`src/rtl/core/ebmlid_pkg.sv`:
```
`default_nettype none

package ebmlid_pkg;

  localparam int unsigned ByteW   = 8;
  localparam int unsigned ValueW  = 29;
  localparam int unsigned LengthW = 4;
  localparam int unsigned RemW    = 3;

  // result status codes
  typedef enum logic [1:0] {
    STATUS_OK        = 2'd0,
    STATUS_ZERO_LEAD = 2'd1,
    STATUS_RANGE     = 2'd2
  } status_e;

  localparam logic [ValueW-1:0] Id1Lo = ValueW'(32'h0000_0080);
  localparam logic [ValueW-1:0] Id1Hi = ValueW'(32'h0000_00FE);
  localparam logic [ValueW-1:0] Id2Lo = ValueW'(32'h0000_4000);
  localparam logic [ValueW-1:0] Id2Hi = ValueW'(32'h0000_7FFE);
  localparam logic [ValueW-1:0] Id3Lo = ValueW'(32'h0020_0000);
  localparam logic [ValueW-1:0] Id3Hi = ValueW'(32'h003F_FFFE);
  localparam logic [ValueW-1:0] Id4Lo = ValueW'(32'h1000_0000);
  localparam logic [ValueW-1:0] Id4Hi = ValueW'(32'h1FFF_FFFE);

  localparam logic [LengthW-1:0] MaxValidLen = LengthW'(4);

  // ID length from the position of the leading one; 0 for a zero byte
  function automatic logic [LengthW-1:0] lead_length(input logic [ByteW-1:0] b);
    logic [LengthW-1:0] len;
    len = '0;
    if      (b[7]) len = LengthW'(1);
    else if (b[6]) len = LengthW'(2);
    else if (b[5]) len = LengthW'(3);
    else if (b[4]) len = LengthW'(4);
    else if (b[3]) len = LengthW'(5);
    else if (b[2]) len = LengthW'(6);
    else if (b[1]) len = LengthW'(7);
    else if (b[0]) len = LengthW'(8);
    return len;
  endfunction

  function automatic logic id_allowed(input logic [ValueW-1:0] v);
    return (v >= Id1Lo && v <= Id1Hi) ||
           (v >= Id2Lo && v <= Id2Hi) ||
           (v >= Id3Lo && v <= Id3Hi) ||
           (v >= Id4Lo && v <= Id4Hi);
  endfunction

endpackage

`default_nettype wire

```
`src/rtl/core/ebml_id_stream_decoder_unit.sv`:
```
`default_nettype none

// Channel   Dir  Handshake              Payload
// in        in   in_valid_i/in_stall_o   data_byte_i[7:0]
// out       out  out_valid_o/out_stall_i id_value_o[28:0], id_length_o[3:0], status_o[1:0]
//
// One byte is taken per cycle unless stalled; the result appears in the
// output register the cycle after the last byte of an ID (or after a zero leading byte).
// A byte passes through the length decode and range compare combinationally.
// Reset clears the gather state and the output valid; no result is pending.
// in_stall_o rises only while a result is held and out_stall_i is high.

module ebml_id_stream_decoder_unit (
  input  wire logic                            clk_i,
  input  wire logic                            rst_ni,
  input  wire logic                            in_valid_i,
  output logic                                 in_stall_o,
  input  wire logic [ebmlid_pkg::ByteW-1:0]    data_byte_i,
  output logic                                 out_valid_o,
  input  wire logic                            out_stall_i,
  output logic [ebmlid_pkg::ValueW-1:0]        id_value_o,
  output logic [ebmlid_pkg::LengthW-1:0]       id_length_o,
  output logic [1:0]                           status_o
);
  import ebmlid_pkg::*;

  logic                busy_q, busy_d;
  logic [ValueW-1:0]   acc_q, acc_d;
  logic [RemW-1:0]     rem_q, rem_d;
  logic [LengthW-1:0]  tot_q, tot_d;

  logic                out_valid_q, out_valid_d;
  logic [ValueW-1:0]   value_q, value_d;
  logic [LengthW-1:0]  length_q, length_d;
  status_e             status_q, status_d;

  logic                in_xfer;
  logic                out_xfer;
  logic                emit;
  logic [LengthW-1:0]  lead_len;
  logic [ValueW-1:0]   fin_value;
  logic [LengthW-1:0]  fin_len;

  assign in_stall_o = out_valid_q & out_stall_i;
  assign in_xfer    = in_valid_i & ~in_stall_o;
  assign out_xfer   = out_valid_q & ~out_stall_i;
  assign lead_len   = lead_length(data_byte_i);

  always_comb begin
    busy_d    = busy_q;
    acc_d     = acc_q;
    rem_d     = rem_q;
    tot_d     = tot_q;
    emit      = 1'b0;
    fin_value = acc_q;
    fin_len   = tot_q;
    value_d   = value_q;
    length_d  = length_q;
    status_d  = status_q;

    if (in_xfer) begin
      if (!busy_q) begin
        if (lead_len == '0) begin
          emit     = 1'b1;
          value_d  = '0;
          length_d = LengthW'(1);
          status_d = STATUS_ZERO_LEAD;
        end else begin
          acc_d = ValueW'(data_byte_i);
          tot_d = lead_len;
          rem_d = RemW'(lead_len - LengthW'(1));
          if (rem_d == '0) begin
            emit = 1'b1;
          end else begin
            busy_d = 1'b1;
          end
        end
      end else begin
        // shift the byte in; long IDs lose their top bits, they fail anyway
        acc_d = {acc_q[ValueW-ByteW-1:0], data_byte_i};
        rem_d = rem_q - RemW'(1);
        if (rem_d == '0) begin
          emit   = 1'b1;
          busy_d = 1'b0;
        end
      end

      fin_value = acc_d;
      fin_len   = tot_d;
      if (emit && lead_len != '0 || emit && busy_q) begin
        length_d = fin_len;
        if (fin_len <= MaxValidLen && id_allowed(fin_value)) begin
          value_d  = fin_value;
          status_d = STATUS_OK;
        end else begin
          value_d  = '0;
          status_d = STATUS_RANGE;
        end
      end
    end

    if (emit) begin
      out_valid_d = 1'b1;
    end else if (out_xfer) begin
      out_valid_d = 1'b0;
    end else begin
      out_valid_d = out_valid_q;
    end
  end

  always_ff @(posedge clk_i or negedge rst_ni) begin
    if (!rst_ni) begin
      busy_q      <= 1'b0;
      acc_q       <= '0;
      rem_q       <= '0;
      tot_q       <= '0;
      out_valid_q <= 1'b0;
    end else begin
      busy_q      <= busy_d;
      acc_q       <= acc_d;
      rem_q       <= rem_d;
      tot_q       <= tot_d;
      out_valid_q <= out_valid_d;
    end
  end

  // result payload: no reset, loaded only with a new result
  always_ff @(posedge clk_i) begin
    if (emit) begin
      value_q  <= value_d;
      length_q <= length_d;
      status_q <= status_d;
    end
  end

  assign out_valid_o = out_valid_q;
  assign id_value_o  = value_q;
  assign id_length_o = length_q;
  assign status_o    = status_q;

  a_busy_has_bytes: assert property (@(posedge clk_i) disable iff (!rst_ni)
    busy_q |-> (rem_q != '0 && tot_q >= LengthW'(2)))
    else $error("gathering with no bytes left");

  a_error_zero_value: assert property (@(posedge clk_i) disable iff (!rst_ni)
    (out_valid_o && status_o != STATUS_OK) |-> (id_value_o == '0))
    else $error("error result carries a nonzero value");

  a_zero_lead_len: assert property (@(posedge clk_i) disable iff (!rst_ni)
    (out_valid_o && status_o == STATUS_ZERO_LEAD) |-> (id_length_o == LengthW'(1)))
    else $error("zero leading byte result with wrong length");

  a_ok_short: assert property (@(posedge clk_i) disable iff (!rst_ni)
    (out_valid_o && status_o == STATUS_OK) |->
      (id_length_o >= LengthW'(1) && id_length_o <= MaxValidLen))
    else $error("valid ID with length beyond four bytes");

  a_stall_holds_input: assert property (@(posedge clk_i) disable iff (!rst_ni)
    in_stall_o |=> (($past(busy_q) == busy_q) && ($past(rem_q) == rem_q)))
    else $error("gather state moved while input stalled");

endmodule

`default_nettype wire

```
`config.mk`:
```
export PLATFORM = sky130hd
export DESIGN_NAME = ebml_id_stream_decoder_unit
export DESIGN_NICKNAME = d
export VERILOG_FILES = /design/src/rtl/core/ebmlid_pkg.sv /design/src/rtl/core/ebml_id_stream_decoder_unit.sv
export SDC_FILE = /design/constraint.sdc
export NUM_CORES = 1
export LEC_CHECK = 0
export BUFFER_PORTS_ARGS = -buffer_cell sky130_fd_sc_hd__clkbuf_2
export CAP_MARGIN = 20
export CORE_MARGIN = 1
export CORE_UTILIZATION = 40
export DETAILED_ROUTE_END_ITERATION = 8
export PLACE_DENSITY = 0.61
export SLEW_MARGIN = 20
export SYNTH_ARGS = -nofsm -noshare
export SYNTH_HDL_FRONTEND = slang
export SYNTH_SLANG_ARGS = --single-unit
```
`constraint.sdc`:
```
create_clock -name clk_i -period 3.3 [get_ports clk_i]
set_input_delay 0.66 -clock clk_i [delete_from_list [all_inputs] [get_ports clk_i]]
set_output_delay 0.66 -clock clk_i [all_outputs]
set_load 0.005 [all_outputs]
```
# Yosys cells after proc, flatten, opt, wreduce, memory -nomap -nowiden
# Cells that the tools add are included.
# Widths: inputs -> output; s select.
# totals
reg_bits	73
input_bits	12
output_inout_bits	37
elab_cells	84
# op_classes
add_sub_neg	2
magnitude_cmp	9
n_eq_ne	2
n_mux	39
bitwise_logic	5
reduce_logical	19
# ops
cell	count
$mux 29	7
$mux 4	14
$ge 29x15->1 const B	1
$ge 29x22->1 const B	1
$ge 29x29->1 const B	1
$ge 29x8->1 const B	1
$le 29x15->1 const B	1
$le 29x22->1 const B	1
$le 29x29->1 const B	1
$le 29x8->1 const B	1
$mux 1	12
$mux 2	4
$logic_and 1x1->1	7
$logic_not 3->1	2
$mux 3	2
$sub 3x1->3 const B	2
$le 4x3->1 const B	1
$logic_not 4->1	1
$logic_or 1x1->1	4
$reduce_and 4->1	1
$reduce_bool 2->1	2
$reduce_bool 4->1	1
$and 1x1->1	3
$ne 2x1->1 const B	1
other kinds (3)	4

# Logic depth before layout (Yosys ltp)
# logic_depth
depth_word	20
ltp_mapped	14

# Worst setup path before layout
# Ideal clock, no wire load.
# synth_timing
kind	input -> register
start	input data_byte_i[2] (netlist bit)
end	register length_q[0] (netlist: id_length_o[0]) (enable)
setup_time_ns	0.429
arrival_ns	3.473
required_ns	2.871
path_slack_ns	-0.602
stages	9
cell_sequence	inv_1 > a21oi_1 > o31ai_1 > inv_1 > ha_1 > o21ai_0 > nand3_1 > a22o_1 > nor2_1
# synth_via
elab_chain_len	16
elab_cells_between_ends	21
# synth_rtl
item	line_no	text
start: declaration	ebml_id_stream_decoder_unit.sv:18	input wire logic [ebmlid_pkg::ByteW-1:0] data_byte_i,
$mux 4 (*)	ebmlid_pkg.sv:37	else if (b[2]) len = LengthW'(6);
$mux 4 (*)	ebmlid_pkg.sv:36	else if (b[3]) len = LengthW'(5);
$mux 4 (*)	ebmlid_pkg.sv:35	else if (b[4]) len = LengthW'(4);
$mux 4 (*)	ebmlid_pkg.sv:34	else if (b[5]) len = LengthW'(3);
$mux 4 (*)	ebmlid_pkg.sv:33	else if (b[6]) len = LengthW'(2);
$mux 4 (*)	ebmlid_pkg.sv:32	if (b[7]) len = LengthW'(1);
$sub 3x1->3	ebml_id_stream_decoder_unit.sv:71	rem_d = RemW'(lead_len - LengthW'(1));
$logic_not 3->1	ebml_id_stream_decoder_unit.sv:72	if (rem_d == '0) begin
$mux 1	ebml_id_stream_decoder_unit.sv:72	
$mux 1	ebml_id_stream_decoder_unit.sv:63	if (lead_len == '0) begin
$mux 1	ebml_id_stream_decoder_unit.sv:62	if (!busy_q) begin
$mux 1	ebml_id_stream_decoder_unit.sv:61	if (in_xfer) begin
$logic_and 1x1->1	ebml_id_stream_decoder_unit.sv:90	if (emit && lead_len != '0 || emit && busy_q) begin
$logic_or 1x1->1	ebml_id_stream_decoder_unit.sv:90	
$ne 2x1->1 (no line) or $reduce_bool 2->1 (tied branches)	n/a	
$reduce_and 4->1 (no line) (*)	n/a	
end signal: assignment	ebml_id_stream_decoder_unit.sv:131	length_q <= length_d;
end: declaration	ebml_id_stream_decoder_unit.sv:34	logic [LengthW-1:0] length_q, length_d;
# Every way passes the cells marked *; elsewhere a longest branch is shown, timed or not. The select of a mux whose other input is x is not followed.
# A chain may end at the register's enable or synchronous reset.

# Worst setup path after layout
# layout_timing
start	input data_byte_i[1] (netlist bit)
end	register status_q[1] (netlist: status_o[1]) (data pin)
# layout_via
elab_chain_len	19
elab_cells_between_ends	43
# layout_rtl
item	line_no	text
$mux 4	ebmlid_pkg.sv:38	else if (b[1]) len = LengthW'(7);
$mux 4	ebmlid_pkg.sv:37	
$mux 4	ebmlid_pkg.sv:36	
$mux 4	ebmlid_pkg.sv:35	
$mux 4	ebmlid_pkg.sv:34	
$mux 4	ebmlid_pkg.sv:33	
$mux 4	ebmlid_pkg.sv:32	
$logic_not 4->1	ebml_id_stream_decoder_unit.sv:63	
[3 not listed]	n/a	
$ge 29x8->1, or another cell as far along	ebmlid_pkg.sv:44	return (v >= Id1Lo && v <= Id1Hi) ||
$logic_and 1x1->1 (on tied branches)	ebmlid_pkg.sv:44, ebmlid_pkg.sv:45	
$logic_or 1x1->1	ebmlid_pkg.sv:44	
$logic_or 1x1->1	ebmlid_pkg.sv:45	(v >= Id2Lo && v <= Id2Hi) ||
$logic_or 1x1->1	ebmlid_pkg.sv:46	(v >= Id3Lo && v <= Id3Hi) ||
$logic_and 1x1->1	ebml_id_stream_decoder_unit.sv:92	if (fin_len <= MaxValidLen && id_allowed(fin_value)) begin
$mux 2	ebml_id_stream_decoder_unit.sv:92	
$mux 2 (*)	ebml_id_stream_decoder_unit.sv:90	
end signal: assignment	ebml_id_stream_decoder_unit.sv:132	status_q <= status_d;
end: declaration	ebml_id_stream_decoder_unit.sv:35	status_e status_q, status_d;
# Marks and branches as above.

==> flow_summary.ini <==
[yosys]
ys_warn_count = 0
synth_top_area_share_pct = 27.95
yosysTopAreaCell = edfxtp_1
ys.flop_type = dfrtp_1
syn_inst = 345
async_reset_ff_share_pct = 52.05
synth_area_um2 = 3760
synth_cell_types = 59
synth.net_count = 362
ys_seq_elements = 73
seq_area_frac_synth_pct = 53.24
synthTopCellsByArea = edfxtp_1 (28%), dfrtp_1 (25%), a22o_1 (5.4%)
synth_edf_count = 35
postSynthAreaPerCell_um2 = 10.90

[outcome]
run_status = finished clean

[sta]
holdWs_ns = 0.4366
skew_ns = 0.01339
tightest_slew_ns = 0.9766
fin_tns_setup_ns = 0
slew_viol_final = 0
slew_headroom_pct = 34.89
period_needed_ns = 3.166
finalHoldViolations = 0
setup_violations = 0
max_freq_mhz = 315.8
fin_crit_sh_pct = 95.95

[flow_run]
drv_cap = 0

[setup_path]
crit_end = status_o[1]
critPathCaptureType = register
cp.arrival_ns = 3.27
crit_fanout = 7
r2r_setup_slack_ns = 0.35
worstSetupPathType = in2reg
startpoint_type = primary input
r2r_end = id_value_o[16]
reg2regPathDepth = 9
cp_data_required_time_ns = 3.40
r2r-start = busy_q
crit_start = data_byte_i[1]

[drt]
drt_iter0_markers = 291
vias_per_cell = 5.632
ant_nets = 0
wire_per_inst_um = 17.05
wl_um = 9410
vias = 3109
drc = 0
drt-pass1-iter-count = 6

[grt]
grtUsageMet3_pct = 3.333
grt_use_total_pct = 19.86
antenna_found_initial = 0
grt_util_met2_pct = 28.51
grt_pass1_vias = 2898
grt_max_degree = 39
grt_pass1_wl_um = 15010
grt-ovfl-total = 0
grtUsageMet1_pct = 29.13
busiest_layer = met1

[finish]
n_antenna_cell = 0
n_fill_cell = 817
drive_above_1_share_pct = 37.64
multiInputGateArea_um2 = 1689
regArea_um2 = 2002
nets = 454
final_util_pct = 51.10
areaGrowthSynthToFinish_pct = 24.39
final_area_um2 = 4677

[power]
power.total_w = 0.003953
power.leakage_nw = 1.980
p_per_area_nw_per_um2 = 845.2
vdd_drop_max_uv = 353.1

[clocking]
clk_path_buf_depth = 2
numCtsBuffers = 9
clk_pin_slew_worst_paths_ns = 0.08
cts_sinks = 73
postCtsSetupBuffers = 0
clock_latency_ns = 0.35
cts_tree = built
clockRootBuffer = clkbuf_8
cts.htree.levels = 3

[die]
core-area_um2 = 9153
ioPinCount = 49
die_w_um = 98.95
dieArea_um2 = 9791
initial_core_util_pct = 41.08
die_h_um = 98.95
rows = 35

[place]
dpl_cell_area_um2 = 4431
io_buffers = 48
dpl.hpwl_um = 6563
gp_congestion = 0.8468

[hold_path]
min_path_type = in2async
==> critical path, cell delays in order <==
cell and delay (ns):
clkbuf_2 0.13, nor2_1 0.06, o31ai_2 0.21, nor2b_2 0.20, inv_1 0.07, ha_2 0.20
buf_4 0.14, inv_1 0.11, o22ai_4 0.11, a31o_2 0.27, or4_1 0.48, o211ai_2 0.17
a22oi_2 0.16, buf_6 0.18, and2_1 0.13
==> registers in the layout, summed over array words and instances (netlist names) <==
signal       flops
id_value_o      29
id_length_o      4
tot_q            4
status_o         2
out_valid_o      1
busy_q           1
rem_q            3
acc_q           29
==> worst min path at each step <==
stage	from	to	slack [ns]	cells past startpoint
global route	rst_ni	tot_q[1]	0.51	1
floorplan	rst_ni	acc_q[0]	0.36	0
detailed placement	tot_q[3]	tot_q[3]	0.46	2
CTS	rst_ni	tot_q[1]	0.47	1
finish	rst_ni	tot_q[1]	0.44	1
global placement	tot_q[3]	tot_q[3]	0.46	2
==> through the flow <==
stage,std cells,setup WS (ns)
2_1_floorplan,345,0.004575
3_5_place_dp,535,-0.3377
5_1_grt,552,-0.01550
4_1_cts,550,0.01784
6_report,552,0.1336
3_3_place_gp,535,-0.1920
==> per-layer routing <==
layer	up-vias	routed length, um
met5	-	0
met4	0	179
met3	16	462
met2	94	4276
met1	1530	4492
li1	1469	-
==> report_power, final <==
| group | switching [W] | total, W | internal, W |
|---|---|---|---|
| clock | 0.000331 | 0.000595 | 0.000264 |
| combinational | 0.000975 | 0.00172 | 0.000749 |
| sequential | 0.000327 | 0.00163 | 0.00131 |
| total | 0.00163 | 0.00395 | 0.00232 |
==> cell families (layout without fill, tap and decap cells) <==
logic type	Yosys count	count (layout)	share of synthesized area (%)
compound gates	81	81	16.97
xor+xnor	1	1	0.2330
fa+ha+maj	5	5	1.664
buf+inv	27	123	3.494
flops	73	73	53.24
mux	2	2	0.5657
simple gates	156	156	23.83
==> cells in the mapped netlist (2+ instances only) <==
cell type,n
inv_1,9
nand4_1,4
nor3b_2,5
a22o_1,23
a31o_2,4
nand2_1,52
o22ai_1,3
nor3_1,8
o211ai_1,2
clkbuf_1,10
and3_1,2
nor2_1,26
a22oi_1,4
a21oi_1,10
a31oi_1,2
o21ai_0,11
nand3_1,13
nor2b_1,2
nor3_2,18
and2_1,7
buf_6,3
dfrtp_1,38
buf_2,3
edfxtp_1,35
ha_1,5
o21ai_1,2
nand2b_1,3
nor4_1,4
or4_1,3
o31ai_1,5
==> final cells by class <==
| cell class | count | area share (%) |
|---|---|---|
| tap | 111 | 2.969 |
| inverter | 10 | 0.8026 |
| clock buffer | 9 | 2.648 |
| clock inverter | 6 | 0.7758 |
| timing repair buffer | 98 | 13.88 |
| multi-input combinational | 245 | 36.12 |
| sequential | 73 | 42.80 |
==> cells in the final DEF (no fill, tap or decap), drive strengths merged, types with 2 or more instances in the layout <==
cell	netlist	routed
a21oi	10	10
o211ai	3	3
o21ai	13	13
ha	5	5
nor2b	2	2
clkinv	0	5
o22ai	4	4
nor2	27	27
or3	2	2
o31ai	5	5
or4	4	4
and3	2	2
nand4	4	4
nand2b	3	3
nand3	13	13
dfrtp	38	38
nor3	27	27
inv	10	10
a31oi	2	2
a22o	24	24
clkbuf	10	58
a22oi	6	6
and2	7	7
nand2	52	52
nor3b	6	6
edfxtp	35	35
nor4	5	5
a31o	4	4
buf	7	49
==> timing repair <==
action                                  CTS  global route
endpoints found under the setup margin    0            30
resized for setup                         0            13
hold endpoints to repair                  0             0
hold buffers                              0             0
Power figures use the tool's default switching activity.
